## config.mk

```make
export PLATFORM = sky130hd
export DESIGN_NAME = relay_on_off_duration_limiter_unit_flat
export DESIGN_NICKNAME = d
export VERILOG_FILES = /design/src/rtl/core/rodl_pkg.sv /design/src/rtl/core/rodl_cmd_if.sv /design/src/rtl/core/rodl_res_if.sv /design/src/rtl/core/rodl_cfg_if.sv /design/src/rtl/core/relay_on_off_duration_limiter_unit.sv /design/src/flat_wrapper.sv
export SDC_FILE = /design/constraint.sdc
export NUM_CORES = 1
export LEC_CHECK = 0
export BUFFER_PORTS_ARGS = -buffer_cell sky130_fd_sc_hd__buf_4
export CAP_MARGIN = 20
export CORE_UTILIZATION = 31
export CTS_CLUSTER_DIAMETER = 80
export DETAILED_ROUTE_END_ITERATION = 6
export PLACE_DENSITY = 0.59
export SYNTH_ARGS = -nofsm -noshare
export SYNTH_HDL_FRONTEND = slang
export SYNTH_SLANG_ARGS = --single-unit
```

## constraint.sdc

```tcl
create_clock -name clk -period 5.4 [get_ports clk]
set_input_delay 0.27 -clock clk [delete_from_list [all_inputs] [get_ports clk]]
set_output_delay 0.27 -clock clk [all_outputs]
set_load 0.01 [all_outputs]
```

## src/rtl/core/rodl_pkg.sv

```systemverilog
// Shared types and constants for the relay on/off duration limiter.
package rodl_pkg;

  // Operation codes carried by a command request
  typedef enum logic [1:0] {
    OP_CHECK_OFF  = 2'd0,
    OP_REQUEST_ON = 2'd1,
    OP_FORCE_OFF  = 2'd2,
    OP_UNUSED     = 2'd3
  } op_t;

  // Configuration register indexes
  localparam int unsigned CfgIdxW = 3;
  localparam int unsigned CfgDataW = 32;
  localparam logic [CfgIdxW-1:0] CFG_FIRST_ON_MS   = 3'd0;
  localparam logic [CfgIdxW-1:0] CFG_NEXT_ON_MS    = 3'd1;
  localparam logic [CfgIdxW-1:0] CFG_RESTART_AFTER = 3'd2;
  localparam logic [CfgIdxW-1:0] CFG_FIRST_OFF_MS  = 3'd3;
  localparam logic [CfgIdxW-1:0] CFG_NEXT_OFF_MS   = 3'd4;
  localparam logic [CfgIdxW-1:0] CFG_ACTIVE_LEVEL  = 3'd5;

  // Wait after power-up before the first start, ms
  localparam logic [31:0] POWER_UP_WAIT_MS = 32'd60000;
  // Start count saturation value
  localparam logic [15:0] COUNT_MAX = 16'hFFFF;

  // Command request payload
  typedef struct packed {
    op_t         operation;
    logic [31:0] now_ms;
  } cmd_t;

  // Result payload
  typedef struct packed {
    logic        relay_on;
    logic        relay_drive;
    logic        switched;
    logic [15:0] start_count;
    logic [31:0] on_limit;
    logic [31:0] off_limit;
  } res_t;

endpackage

```

## src/rtl/core/rodl_cmd_if.sv

```systemverilog
// Valid/ready channel carrying command requests.
interface rodl_cmd_if;
  logic            valid;
  logic            ready;
  rodl_pkg::cmd_t  data;

  modport source (output valid, output data, input ready);
  modport sink   (input valid, input data, output ready);
endinterface

```

## src/rtl/core/rodl_res_if.sv

```systemverilog
// Valid/ready channel carrying result requests.
interface rodl_res_if;
  logic            valid;
  logic            ready;
  rodl_pkg::res_t  data;

  modport source (output valid, output data, input ready);
  modport sink   (input valid, input data, output ready);
endinterface

```

## src/rtl/core/rodl_cfg_if.sv

```systemverilog
// Valid/ready register write channel.
interface rodl_cfg_if;
  logic                           valid;
  logic                           ready;
  logic [rodl_pkg::CfgIdxW-1:0]   index;
  logic [rodl_pkg::CfgDataW-1:0]  wdata;

  modport source (output valid, output index, output wdata, input ready);
  modport sink   (input valid, input index, input wdata, output ready);
endinterface

```

## src/rtl/core/relay_on_off_duration_limiter_unit.sv

```systemverilog
// Relay on/off duration limiter: top level with state and result register.
//
//   channel | dir | payload                     | accepted when
//   cmd     | in  | operation, now_ms           | cmd.valid & cmd.ready
//   res     | out | relay_on .. off_limit       | res.valid & res.ready
//   cfg     | in  | index, wdata                | cfg.valid & cfg.ready
//
// One request per cycle unless stalled; its result is out the next cycle.
// The state update: two 32-bit subtracts and compares feeding the registers.
// A held result stalls cmd only while res.ready is low; taking the result
// and accepting the next request happen in the same cycle.
// rst is synchronous; both inputs report not ready while it is high.
module relay_on_off_duration_limiter_unit (
  input  logic       clk,
  input  logic       rst,
  rodl_cmd_if.sink   cmd,
  rodl_res_if.source res,
  rodl_cfg_if.sink   cfg
);
  import rodl_pkg::*;

  // Configuration registers
  logic [31:0] first_on_ms;
  logic [31:0] next_on_ms;
  logic [15:0] restart_after;
  logic [31:0] first_off_ms;
  logic [31:0] next_off_ms;
  logic        active_level;

  // Relay state
  logic        relay_state;
  logic [31:0] on_since;
  logic [31:0] off_since;
  logic [15:0] starts;
  logic [31:0] cur_on_limit;
  logic [31:0] cur_off_limit;

  logic        relay_state_next;
  logic [31:0] on_since_next;
  logic [31:0] off_since_next;
  logic [15:0] starts_next;
  logic [31:0] cur_on_limit_next;
  logic [31:0] cur_off_limit_next;
  logic        switched_next;

  logic        cmd_acc;
  logic [31:0] on_elapsed;
  logic [31:0] off_elapsed;
  logic [15:0] starts_inc;
  logic        use_first;
  res_t        res_next;

  assign cfg.ready = ~rst;
  assign cmd.ready = ~rst & (~res.valid | res.ready);
  assign cmd_acc   = cmd.valid & cmd.ready;

  // Register writes
  always_ff @(posedge clk) begin
    if (rst) begin
      first_on_ms   <= '0;
      next_on_ms    <= '0;
      restart_after <= '0;
      first_off_ms  <= '0;
      next_off_ms   <= '0;
      active_level  <= 1'b1;
    end else if (cfg.valid && cfg.ready) begin
      case (cfg.index)
        CFG_FIRST_ON_MS:   first_on_ms   <= cfg.wdata;
        CFG_NEXT_ON_MS:    next_on_ms    <= cfg.wdata;
        CFG_RESTART_AFTER: restart_after <= cfg.wdata[15:0];
        CFG_FIRST_OFF_MS:  first_off_ms  <= cfg.wdata;
        CFG_NEXT_OFF_MS:   next_off_ms   <= cfg.wdata;
        CFG_ACTIVE_LEVEL:  active_level  <= cfg.wdata[0];
        default: ;
      endcase
    end
  end

  // Elapsed times wrap modulo 2^32
  assign on_elapsed  = cmd.data.now_ms - on_since;
  assign off_elapsed = cmd.data.now_ms - off_since;
  assign starts_inc  = (starts == COUNT_MAX) ? starts : starts + 16'd1;
  assign use_first   = (starts_inc == 16'd1) || (starts_inc > restart_after);

  // Next state for one request
  always_comb begin
    relay_state_next   = relay_state;
    on_since_next      = on_since;
    off_since_next     = off_since;
    starts_next        = starts;
    cur_on_limit_next  = cur_on_limit;
    cur_off_limit_next = cur_off_limit;
    switched_next      = 1'b0;
    case (cmd.data.operation)
      OP_CHECK_OFF: begin
        if (relay_state && (on_elapsed >= cur_on_limit)) begin
          relay_state_next = 1'b0;
          off_since_next   = cmd.data.now_ms;
          switched_next    = 1'b1;
        end
      end
      OP_REQUEST_ON: begin
        if (!relay_state && (off_elapsed >= cur_off_limit)) begin
          relay_state_next   = 1'b1;
          on_since_next      = cmd.data.now_ms;
          switched_next      = 1'b1;
          starts_next        = starts_inc;
          cur_on_limit_next  = use_first ? first_on_ms  : next_on_ms;
          cur_off_limit_next = use_first ? first_off_ms : next_off_ms;
        end
      end
      OP_FORCE_OFF: begin
        starts_next       = '0;
        cur_on_limit_next = '0;
      end
      default: ;
    endcase
  end

  // Result built from the state after the request
  always_comb begin
    res_next.relay_on    = relay_state_next;
    res_next.relay_drive = relay_state_next ? active_level : ~active_level;
    res_next.switched    = switched_next;
    res_next.start_count = starts_next;
    res_next.on_limit    = cur_on_limit_next;
    res_next.off_limit   = cur_off_limit_next;
  end

  // State registers
  always_ff @(posedge clk) begin
    if (rst) begin
      relay_state   <= 1'b0;
      on_since      <= '0;
      off_since     <= '0;
      starts        <= '0;
      cur_on_limit  <= '0;
      cur_off_limit <= POWER_UP_WAIT_MS;
    end else if (cmd_acc) begin
      relay_state   <= relay_state_next;
      on_since      <= on_since_next;
      off_since     <= off_since_next;
      starts        <= starts_next;
      cur_on_limit  <= cur_on_limit_next;
      cur_off_limit <= cur_off_limit_next;
    end
  end

  // Result register
  always_ff @(posedge clk) begin
    if (rst) begin
      res.valid <= 1'b0;
    end else if (cmd_acc) begin
      res.valid <= 1'b1;
    end else if (res.ready) begin
      res.valid <= 1'b0;
    end
  end

  always_ff @(posedge clk) begin
    if (cmd_acc) begin
      res.data <= res_next;
    end
  end

  // Held result always matches the live state
  a_relay_matches: assert property (@(posedge clk) disable iff (rst)
    res.valid |-> (res.data.relay_on == relay_state))
    else $error("held relay_on differs from relay state");

  a_count_matches: assert property (@(posedge clk) disable iff (rst)
    res.valid |-> (res.data.start_count == starts) && (res.data.on_limit == cur_on_limit))
    else $error("held count or on limit differs from state");

  // Force off clears count and on limit without switching
  a_force_off: assert property (@(posedge clk) disable iff (rst)
    (cmd_acc && (cmd.data.operation == OP_FORCE_OFF)) |=>
      res.valid && (res.data.start_count == '0) && (res.data.on_limit == '0) &&
      !res.data.switched)
    else $error("force off did not clear count and on limit");

  // A switch to on always counts a start
  a_switch_on_counts: assert property (@(posedge clk) disable iff (rst)
    (cmd_acc && switched_next && relay_state_next) |=> (starts != '0))
    else $error("switch on left start count at zero");

endmodule

```

## src/flat_wrapper.sv

```systemverilog
// flat-port wrapper written by rule: the top's interface ports become plain ports
module relay_on_off_duration_limiter_unit_flat import rodl_pkg::*;
  (clk, rst, cmd_valid, cmd_data, cmd_ready, res_valid, res_data, res_ready, cfg_valid, cfg_index, cfg_wdata, cfg_ready);
  rodl_cmd_if cmd_i ();
  rodl_res_if res_i ();
  rodl_cfg_if cfg_i ();
  input  logic clk;
  input  logic rst;
  input wire logic [$bits(cmd_i.valid)-1:0] cmd_valid;
  input wire logic [$bits(cmd_i.data)-1:0] cmd_data;
  output wire logic [$bits(cmd_i.ready)-1:0] cmd_ready;
  output wire logic [$bits(res_i.valid)-1:0] res_valid;
  output wire logic [$bits(res_i.data)-1:0] res_data;
  input wire logic [$bits(res_i.ready)-1:0] res_ready;
  input wire logic [$bits(cfg_i.valid)-1:0] cfg_valid;
  input wire logic [$bits(cfg_i.index)-1:0] cfg_index;
  input wire logic [$bits(cfg_i.wdata)-1:0] cfg_wdata;
  output wire logic [$bits(cfg_i.ready)-1:0] cfg_ready;
  assign cmd_i.valid = cmd_valid;
  assign cmd_i.data = cmd_data;
  assign cmd_ready = cmd_i.ready;
  assign res_valid = res_i.valid;
  assign res_data = res_i.data;
  assign res_i.ready = res_ready;
  assign cfg_i.valid = cfg_valid;
  assign cfg_i.index = cfg_index;
  assign cfg_i.wdata = cfg_wdata;
  assign cfg_ready = cfg_i.ready;
  relay_on_off_duration_limiter_unit u_core (.clk(clk), .rst(rst), .cmd(cmd_i), .res(res_i), .cfg(cfg_i));
endmodule
```

==> results of run 1 <==
[power groups by stage]
stage / Clock, mW / Combinational (mW) / Sequential, mW
3_3_place_gp: 0 / 0.940 / 3.03
4_1_cts: 3.05 / 1.01 / 2.97
3_5_place_dp: 0 / 0.962 / 3.03
2_1_floorplan: 0 / 0.549 / 3.02
6_report: 3.00 / 1.01 / 2.97
5_1_grt: 3.17 / 1.11 / 2.97
[worst min-delay path: stages]
cell     delay (ns)
buf_4          0.08
buf_4          0.11
mux2i_1        0.06
nor2_1         0.07
[worst max-delay path by stage]
stage | endpoint | from | cells past startpoint
2_1_floorplan | u_core.res.data[65] | cmd_data[0] | 23
3_3_place_gp | u_core.on_since[30] | cmd_data[0] | 25
3_5_place_dp | u_core.res.data[74] | cmd_data[0] | 25
4_1_cts | u_core.res.data[74] | u_core.off_since[0] | 23
5_1_grt | u_core.res.data[81] | u_core.on_since[0] | 24
6_report | u_core.res.data[81] | cmd_data[1] | 24
[area by class of cell]
type	instances	area, um^2
fill	6343	38600
multi-input combinational	1636	10300
sequential	374	8320
timing repair buffer	296	2520
clock buffer	56	1190
tap	846	1060
inverter	172	646
clock inverter	25	264
[per-layer routing]
| metal | up-vias | share of wire (%) |
|---|---|---|
| met5 | - | 0 |
| met4 | 0 | 2.4 |
| met3 | 86 | 5.9 |
| met2 | 508 | 47 |
| met1 | 8274 | 45 |
| li1 | 8450 | - |
[kinds of logic (layout without fill, tap and decap cells)]
logic type,after synthesis,count (layout)
buf+inv,291,549
compound gates,594,594
mux,102,102
flops,374,374
fa+ha+maj,147,147
xor+xnor,61,61
simple gates,732,732
[through the flow]
stage / cells / hold WS, ns / worst slack, ns / setup TNS, ns / cell area, um^2
after global placement: 3262 / 0.440 / -0.141 / -9.83 / 22200
after global routing: 3405 / 0.0425 / 0.0245 / 0 / 24300
after detailed placement: 3262 / 0.446 / -0.199 / -15.60 / 22200
after floorplan: 2301 / 0.369 / 0.565 / 0 / 19700
final: 3405 / 0.0469 / 0.236 / 0 / 24300
after CTS: 3405 / 0.00960 / 0.0469 / 0 / 24200
[placed cells by master (no fill, tap or decap), types with 7 or more instances in the layout]
| master | instances |
|---|---|
| mux2i_1 | 101 |
| o21ai_0 | 69 |
| nand3_1 | 91 |
| nand4_1 | 25 |
| o21a_1 | 17 |
| buf_12 | 11 |
| o2bb2ai_1 | 32 |
| clkbuf_1 | 9 |
| and3_1 | 10 |
| nor2_1 | 122 |
| nor3_1 | 26 |
| dlygate4sd3_1 | 62 |
| inv_1 | 171 |
| a22o_1 | 25 |
| xor2_1 | 23 |
| clkbuf_16 | 45 |
| clkinv_1 | 7 |
| a21oi_1 | 281 |
| buf_4 | 221 |
| nand2b_1 | 12 |
| xnor2_1 | 38 |
| o211ai_1 | 9 |
| edfxtp_1 | 83 |
| o21ai_1 | 37 |
| o21bai_1 | 10 |
| ha_1 | 145 |
| a21o_1 | 46 |
| nor2b_1 | 9 |
| nand2_1 | 399 |
| dfxtp_1 | 291 |
[state kept, by name, summed over array words and instances, names as in the netlist]
signal,cells
u_core.off_since,32
u_core.res.data,83
u_core.res.valid,1
u_core.cur_on_limit,32
u_core.on_since,32
u_core.starts,16
u_core.first_on_ms,32
u_core.relay_state,1
u_core.next_on_ms,32
u_core.cur_off_limit,32
u_core.first_off_ms,32
u_core.active_level,1
u_core.next_off_ms,32
u_core.restart_after,16
[what timing repair did]
action / CTS / global route
gates resized for setup: 1 / 19
endpoints found under the hold margin: 199 / 0
hold buffers: 62 / 0
setup buffers: 0 / 0
pin swaps: 0 / 7
setup endpoints to repair: 59 / 207
==> flow_summary.json, run 1 <==
{
  "hold_viol_final": 0,
  "synth_ff_type": "dfxtp_1",
  "rr_worst_depth": 23,
  "first_global_vias": 16400,
  "yosys-top-cells-count": "nand2_1 (400), dfxtp_1 (291), a21oi_1 (283)",
  "p_comb_share_pct": 14.5,
  "antennaDiodeCount": 0,
  "syn_area_um2": 19700,
  "slowest_delay_ns": 0.53,
  "cp.arrival_ns": 5.50,
  "setup_viol": 0,
  "die_h_um": 254,
  "yosys_warnings": 0,
  "clock_latency_ns": 0.60,
  "clock_skew_ns": 0.0204,
  "relSlewSlack_pct": 28.6,
  "die_w_um": 254,
  "synth_top_cell_by_area": "dfxtp_1",
  "cts_root_buf": "clkbuf_16",
  "syn_inst": 2301,
  "synth_edf_count": 83,
  "path_class": "in2reg",
  "postRouteAntennaNets": 0,
  "path_cells": "dlygate4sd3_1, buf_4, buf_4, ha_1, nor2b_1, o31ai_2, a21oi_1, and3_1, nor4b_2, o21bai_1, a21o_1, a21oi_1, xnor2_1, ha_1, nand4_1, or2_2, nor3_1, nand3_1, a21oi_1, buf_4, or3_1, a22oi_1, o2bb2a_1, xnor2_1",
  "drtIter0Drc": 1246,
  "wl_per_cell_um": 18.8,
  "synth-seq-area-share_pct": 42.2,
  "setup.worst_path.end_class": "flip-flop",
  "muxShareOfSynthArea_pct": 5.19,
  "grt_util_met1_pct": 26.3,
  "clkTransAtPathRegs_ns": 0.06,
  "synth-xor-area-share_pct": 2.71,
  "period_needed_ns": 5.16,
  "power_mw": 6.98,
  "post-route-period-util_pct": 95.6,
  "ir_worst_vdd_uv": 174,
  "vias_per_cell": 5.09,
  "finalMaxSlewViolations": 0,
  "synth_most_common_cell": "nand2_1",
  "hp-start": "cmd_data[0]",
  "final_util_pct": 38.6,
  "r2r_slack_ns": 0.28,
  "drc": 0,
  "p_per_area_nw_per_um2": 287,
  "yosys.area_share.simple_pct": 16.0,
  "overflow": 0,
  "maxCapViolations": 0,
  "synth_fa_ha_area_share_pct": 9.41,
  "num_rows": 92,
  "vias": 17300,
  "p_int_mw": 5.08,
  "p_leak_nw": 9.58,
  "r2r_start": "u_core.off_since[1]",
  "dp_hpwl_um": 47000,
  "r2r-end": "u_core.res.data[74]",
  "ios": 160,
  "status": "complete, no violations",
  "antenna_found_initial": 0,
  "die_area_um2": 64600,
  "synthesis.nets": 2522,
  "grt_use_met2_pct": 32.2,
  "grt_max_degree": 115,
  "clkSinkCount": 374,
  "critPathTopFamily": "simple AND/OR/NAND/NOR gates",
  "clock_path_buffers": 3,
  "grt_pass1_wl_um": 96700,
  "area_growth_pct": 23.4,
  "dr.pass1.iters": 7,
  "drive_gt1_share_pct": 13.2,
  "rsz0062_at_grt": "no",
  "cp.buffers_inverters": 4,
  "crit_required_ns": 5.73,
  "worst_pin_slew_ns": 1.07,
  "avgSynthCellArea_um2": 8.57,
  "ys_ff_latch": 374,
  "cts-htree-levels": 2,
  "synth_top_family_by_area": "compound AO/OA/AOI/OAI gates",
  "gr-usage-all-layers_pct": 19.5,
  "fin_nets": 2745,
  "ys_top_cells_by_area": "dfxtp_1 (30%), edfxtp_1 (13%), ha_1 (9.2%)",
  "io_buffers": 159,
  "cts_tree": "built",
  "max_clock_freq_mhz": 194,
  "path_max_fanout": 4,
  "p_sw_mw": 1.90,
  "gp_congestion": 0.907,
  "cp_slowest_cell": "dlygate4sd3_1",
  "synthArstFlopShare_pct": 0,
  "swShare_pct": 27.2,
  "core_um2": 63000,
  "ys_types": 74,
  "p_clk_share_pct": 43.0,
  "seq_power_share_pct": 42.5,
  "synth_top_area_share_pct": 29.6,
  "start_util_pct": 31.3,
  "hp-class": "in2reg",
  "wirelength_um": 63900,
  "hold_end": "u_core.on_since[0]",
  "cts_buffers": 44,
  "busiest_layer": "met2",
  "holdPathStages": 4,
  "use_met3_pct": 2.75,
  "cp-start-kind": "input port",
  "synth_compound_area_share_pct": 18.3
}
Power figures use the tool's default switching activity.
==> run 2: changes to the inputs <==
GPL_TIMING_DRIVEN = 0   (was not set)
REMOVE_ABC_BUFFERS = 1   (was not set)
==> flow_summary.json, run 2 (synthesis results as in run 1) <==
{
  "clkTransAtPathRegs_ns": 0.06,
  "path_class": "reg2reg",
  "p_sw_mw": 1.89,
  "worst_slack_ns": 0.136,
  "grt_max_degree": 146,
  "max_clock_freq_mhz": 190,
  "die_area_um2": 64600,
  "setup.worst_path.end_class": "flip-flop",
  "path_cells": "ha_2, inv_1, fa_2, a211oi_4, o2111ai_4, a211oi_4, o21bai_2, o21bai_4, o31ai_1, a21oi_2, xnor2_1, ha_1, nand4_1, or3_4, o211ai_1, nor2_4, a21boi_2, o211ai_1, buf_6, buf_4, o2bb2ai_1",
  "crit_required_ns": 5.74,
  "cts_buffers": 45,
  "dr.pass1.iters": 6,
  "postRouteAntennaNets": 0,
  "ir_worst_vdd_uv": 186,
  "area_growth_pct": 25.4,
  "largest-register": "u_core.res.data",
  "clock_latency_ns": 0.59,
  "maxCapViolations": 0,
  "wl_met2_um": 30700,
  "gp_congestion": 0.899,
  "vias": 17300,
  "wirelength_um": 64200,
  "die_h_um": 254,
  "vias_per_cell": 5.10,
  "fin_area_um2": 24700,
  "placed_area_um2": 22000,
  "die_w_um": 254,
  "p_int_mw": 5.11,
  "wl_met3_um": 3550,
  "cts_root_buf": "clkbuf_16",
  "rsz0062_at_grt": "yes",
  "seq_power_share_pct": 42.2,
  "num_rows": 92,
  "antennaDiodeCount": 0,
  "finalMaxSlewViolations": 0,
  "setup_viol": 0,
  "p_per_area_nw_per_um2": 283,
  "core_um2": 63000,
  "cp-start-kind": "flip-flop",
  "ios": 160,
  "swShare_pct": 27.0,
  "post-route-period-util_pct": 97.5,
  "fin_tns_setup_ns": 0,
  "wl_per_cell_um": 18.9,
  "start_util_pct": 31.3,
  "period_needed_ns": 5.26,
  "clock_path_buffers": 3,
  "num-fill-cells": 6328,
  "pre_cts_slack_ns": -1.53,
  "antenna_found_initial": 0,
  "p_comb_share_pct": 15.0,
  "cp.arrival_ns": 5.61,
  "critPathTopFamily": "compound AO/OA/AOI/OAI gates",
  "clock_skew_ns": 0.0155,
  "status": "complete, no violations",
  "largest_reg_flops": 83,
  "hp-class": "in2reg",
  "path_max_fanout": 9,
  "slowest_delay_ns": 0.48,
  "worst_pin_slew_ns": 0.992,
  "p_clk_share_pct": 42.8,
  "wl_met1_um": 27600,
  "cts-htree-levels": 2,
  "drive_gt1_share_pct": 14.0,
  "layout_common_cells": "nand2_1 (396), dfxtp_1 (291), a21oi_1 (270)",
  "gr-usage-all-layers_pct": 19.6,
  "clkSinkCount": 374,
  "cp.buffers_inverters": 3,
  "grt_pass1_wl_um": 97500,
  "relSlewSlack_pct": 33.7,
  "fin_nets": 2730,
  "drtIter0Drc": 1156,
  "cts_tree": "built",
  "overflow": 0,
  "hold_viol_final": 0,
  "first_global_vias": 17100,
  "fin_hold_ws_ns": 0.0121,
  "io_buffers": 159,
  "cp_slowest_cell": "or3_4",
  "dp_hpwl_um": 45200,
  "final_common_cell": "nand2_1",
  "drc": 0,
  "p_leak_nw": 9.64,
  "top_layer_used": "met4"
}
## run 2: cell count changes in the layout (fill, tap and decap cells not counted), sizes merged
cell	previous run	this run
buf	234	208
dlygate4sd3	62	67
a21oi	283	284
clkinv	17	21
clkbuf	56	59
o211a	3	5
inv	175	172
clkinvlp	2	4
bufinv	3	2
## run 2: area by class of cell
cell class / instances / area (um^2) / share of cell area (%)
Inverter: 172 / 647 / 2.62
Multi-Input combinational cell: 1639 / 10600 / 42.9
Clock inverter: 27 / 205 / 0.831
Tap cell: 846 / 1060 / 4.28
Clock buffer: 57 / 1250 / 5.07
Sequential cell: 374 / 8320 / 33.7
Timing Repair Buffer: 277 / 2620 / 10.6
## run 2: stage by stage
step,util (%),total power [mW],std cells
after global routing,39.2,7.30,3392
after detailed placement,34.9,3.93,3214
after floorplan,-,3.54,2182
after CTS,38.8,7.04,3376
after global placement,34.0,3.87,3187
final,39.2,7.00,3392
## run 2: path summary, 6_finish.rpt
kind                     startpoint                       to  cells after the start  slack [ns]
max             u_core.off_since[0]      u_core.res.data[43]                     21        0.14
min                    cfg_index[0]  u_core.restart_after[5]                      4        0.01
max reg2reg     u_core.off_since[0]      u_core.res.data[43]                     21        0.14
min reg2reg  u_core.next_off_ms[14]   u_core.next_off_ms[14]                      2        0.45
## run 2: routing by layer
| metal | vias up | GRT usage (%) |
|---|---|---|
| met4 | 0 | 7.57 |
| li1 | 8434 | - |
| met2 | 472 | 33.3 |
| met1 | 8257 | 24.6 |
| met3 | 127 | 3.26 |
| met5 | - | 0 |
## run 2: timing repair
item                                    in CTS  in global routing
hold buffers                                67                  0
gates resized for setup                     39                 26
cloned                                       3                  1
buffers inserted                             8                 14
pin swaps                                   16                 11
endpoints found under the setup margin     228                199
hold endpoints to repair                   206                  0
## run 2: worst min-delay path: cells and delay by family
| family | cells | cell delay [ns] |
|---|---|---|
| and+or+nand+nor | 2 | 0.11 |
| buffers and inverters | 1 | 0.10 |
| AOI/OAI and AO/OA | 1 | 0.05 |
## run 2: power groups by stage
| stage | sequential [mW] | clock, mW | combinational, mW |
|---|---|---|---|
| 3_5_place_dp | 3.01 | 0 | 0.919 |
| 2_1_floorplan | 3.02 | 0 | 0.519 |
| 6_report | 2.96 | 3.00 | 1.05 |
| 4_1_cts | 2.96 | 3.08 | 1.01 |
| 5_1_grt | 2.96 | 3.19 | 1.15 |
| 3_3_place_gp | 3.02 | 0 | 0.853 |
==> run 3: changes to the inputs <==
PLACE_DENSITY = 0.45   (was 0.59)
==> flow_summary.json, run 3 (synthesis results as in run 1) <==
{
  "status": "complete, no violations",
  "io_buffers": 159,
  "holdPathStages": 4,
  "start_util_pct": 31.3,
  "clock_path_buffers": 3,
  "r2r-end": "u_core.res.data[14]",
  "r2r_start": "u_core.off_since[0]",
  "antenna_found_initial": 0,
  "clock_skew_ns": 0.0188,
  "path_max_fanout": 7,
  "cp.arrival_ns": 5.60,
  "num_rows": 92,
  "ios": 160,
  "swShare_pct": 27.4,
  "r2r_slack_ns": 0.13,
  "final_common_cell": "nand2_1",
  "layout_common_cells": "nand2_1 (396), dfxtp_1 (290), a21oi_1 (266)",
  "place_inst": 3216,
  "die_h_um": 254,
  "cts_tree": "built",
  "seq_power_share_pct": 39.9,
  "core_um2": 63000,
  "die_area_um2": 64600,
  "grt_pass1_wl_um": 99000,
  "largest-register": "u_core.res.data",
  "num-fill-cells": 6377,
  "drive_gt1_share_pct": 15.1,
  "overflow": 0,
  "hp-start": "cfg_index[0]",
  "worst_pin_slew_ns": 0.970,
  "postRouteAntennaNets": 0,
  "p_clk_share_pct": 45.1,
  "p_sw_mw": 2.03,
  "maxCapViolations": 0,
  "drc": 0,
  "antennaDiodeCount": 0,
  "finalNonFillerCells": 3410,
  "period_needed_ns": 5.27,
  "first_global_vias": 16400,
  "placed_area_um2": 22000,
  "dp_hpwl_um": 45500,
  "cts_root_buf": "clkbuf_16",
  "pre_cts_slack_ns": -1.96,
  "final_util_pct": 40.0,
  "max_clock_freq_mhz": 190,
  "crit_required_ns": 5.72,
  "fin_area_um2": 25200,
  "hold_viol_final": 0,
  "largest_reg_flops": 83,
  "drtIter0Drc": 1140,
  "ir_worst_vdd_uv": 212,
  "post-route-period-util_pct": 97.7,
  "fin_nets": 2747,
  "rr_worst_depth": 23,
  "die_w_um": 254,
  "p_leak_nw": 9.84,
  "path_class": "reg2reg",
  "setup_viol": 0,
  "clkSinkCount": 374,
  "finalMaxSlewViolations": 0,
  "cp-start-kind": "flip-flop",
  "vias_per_cell": 5.03,
  "relSlewSlack_pct": 35.1,
  "worst_slack_ns": 0.125,
  "hp-class": "in2reg",
  "rsz0062_at_grt": "yes",
  "hold_end": "u_core.restart_after[3]",
  "area_growth_pct": 27.9,
  "wl_per_cell_um": 19.7,
  "p_comb_share_pct": 15.0,
  "clock_latency_ns": 0.60,
  "cts_buffers": 46,
  "vias": 17100,
  "cts-htree-levels": 2,
  "dr.pass1.iters": 6,
  "gp_congestion": 0.874,
  "wirelength_um": 67300,
  "p_int_mw": 5.38,
  "p_per_area_nw_per_um2": 294,
  "gr-usage-all-layers_pct": 20.1,
  "power_mw": 7.40,
  "grt_max_degree": 97,
  "setup.worst_path.end_class": "flip-flop",
  "clkTransAtPathRegs_ns": 0.06
}
run 3: cell count changes in the layout (fill, tap and decap cells not counted), moves of 3 or more:
cell / before / now
a21oi_1: 270 / 266
buf_12: 14 / 18
o2bb2ai_1: 25 / 28
nor2_2: 1 / 5
clkinv_2: 14 / 10
clkbuf_16: 49 / 52
nor2_1: 121 / 117
bufinv_16: 2 / 6
buf_6: 1 / 8
o2bb2ai_2: 7 / 4
run 3: power groups by stage:
stage | Combinational (mW) | Clock, mW | Sequential, mW
floorplan | 0.519 | 0 | 3.02
global placement | 0.889 | 0 | 3.02
detailed placement | 0.930 | 0 | 3.01
CTS | 1.03 | 3.42 | 2.95
global route | 1.21 | 3.54 | 2.96
finish | 1.11 | 3.34 | 2.95
run 3: what timing repair did:
item,CTS,global route
setup endpoints to repair,228,204
hold endpoints to repair,210,0
gates resized for setup,42,51
pin swaps,19,29
setup buffers,9,21
hold buffers,67,0
gates cloned,4,7
run 3: worst max-delay path: stages (launching register included):
cell	delay [ns]
dfxtp_2	0.34
ha_4	0.13
inv_2	0.04
fa_2	0.40
a211oi_4	0.32
o2111ai_4	0.20
a211oi_4	0.31
o21bai_4	0.11
o21bai_4	0.23
o31ai_1	0.12
a21oi_2	0.21
xnor2_1	0.10
ha_1	0.30
nand4_1	0.17
or3_4	0.41
buf_12	0.14
nor3_4	0.20
o21ai_4	0.16
a21bo_4	0.27
a21boi_4	0.24
buf_12	0.15
buf_12	0.13
clkbuf_16	0.18
a21oi_4	0.08
run 3: per-layer routing:
metal / track usage, % / vias to the layer above / routed length, um
met3: 2.74 / 84 / 2710
li1: - / 8465 / -
met5: 0 / - / 0
met2: 34.8 / 379 / 32400
met4: 4.72 / 0 / 1340
met1: 26.4 / 8209 / 30900
run 3: final cells by class:
type	instances	area, um^2	share of cell area [%]
multi-input cells	1640	10700	42.5
flip-flops and latches	374	8320	33.0
repair buffers	292	2850	11.3
clock buffers	57	1270	5.05
well taps	846	1060	4.20
inverters	172	647	2.57
clock inverters	29	353	1.40
run 3: worst max-delay path by stage:
stage,from,endpoint,cells after the start
finish,u_core.off_since[0],u_core.res.data[14],23
global route,u_core.off_since[0],u_core.res.data[67],25
CTS,u_core.off_since[0],u_core.res.data[67],23
detailed placement,cmd_data[0],u_core.res.data[75],23
global placement,cmd_data[0],u_core.off_since[0],24
floorplan,cmd_data[0],u_core.res.data[79],22
run 3: metrics by stage:
step	TNS, ns	hold WS (ns)
finish	0	0.0192
CTS	0	0.0436
global route	-0.501	0.0303
floorplan	-150.44	0.339
detailed placement	-275.06	0.446
global placement	-1046.33	0.441
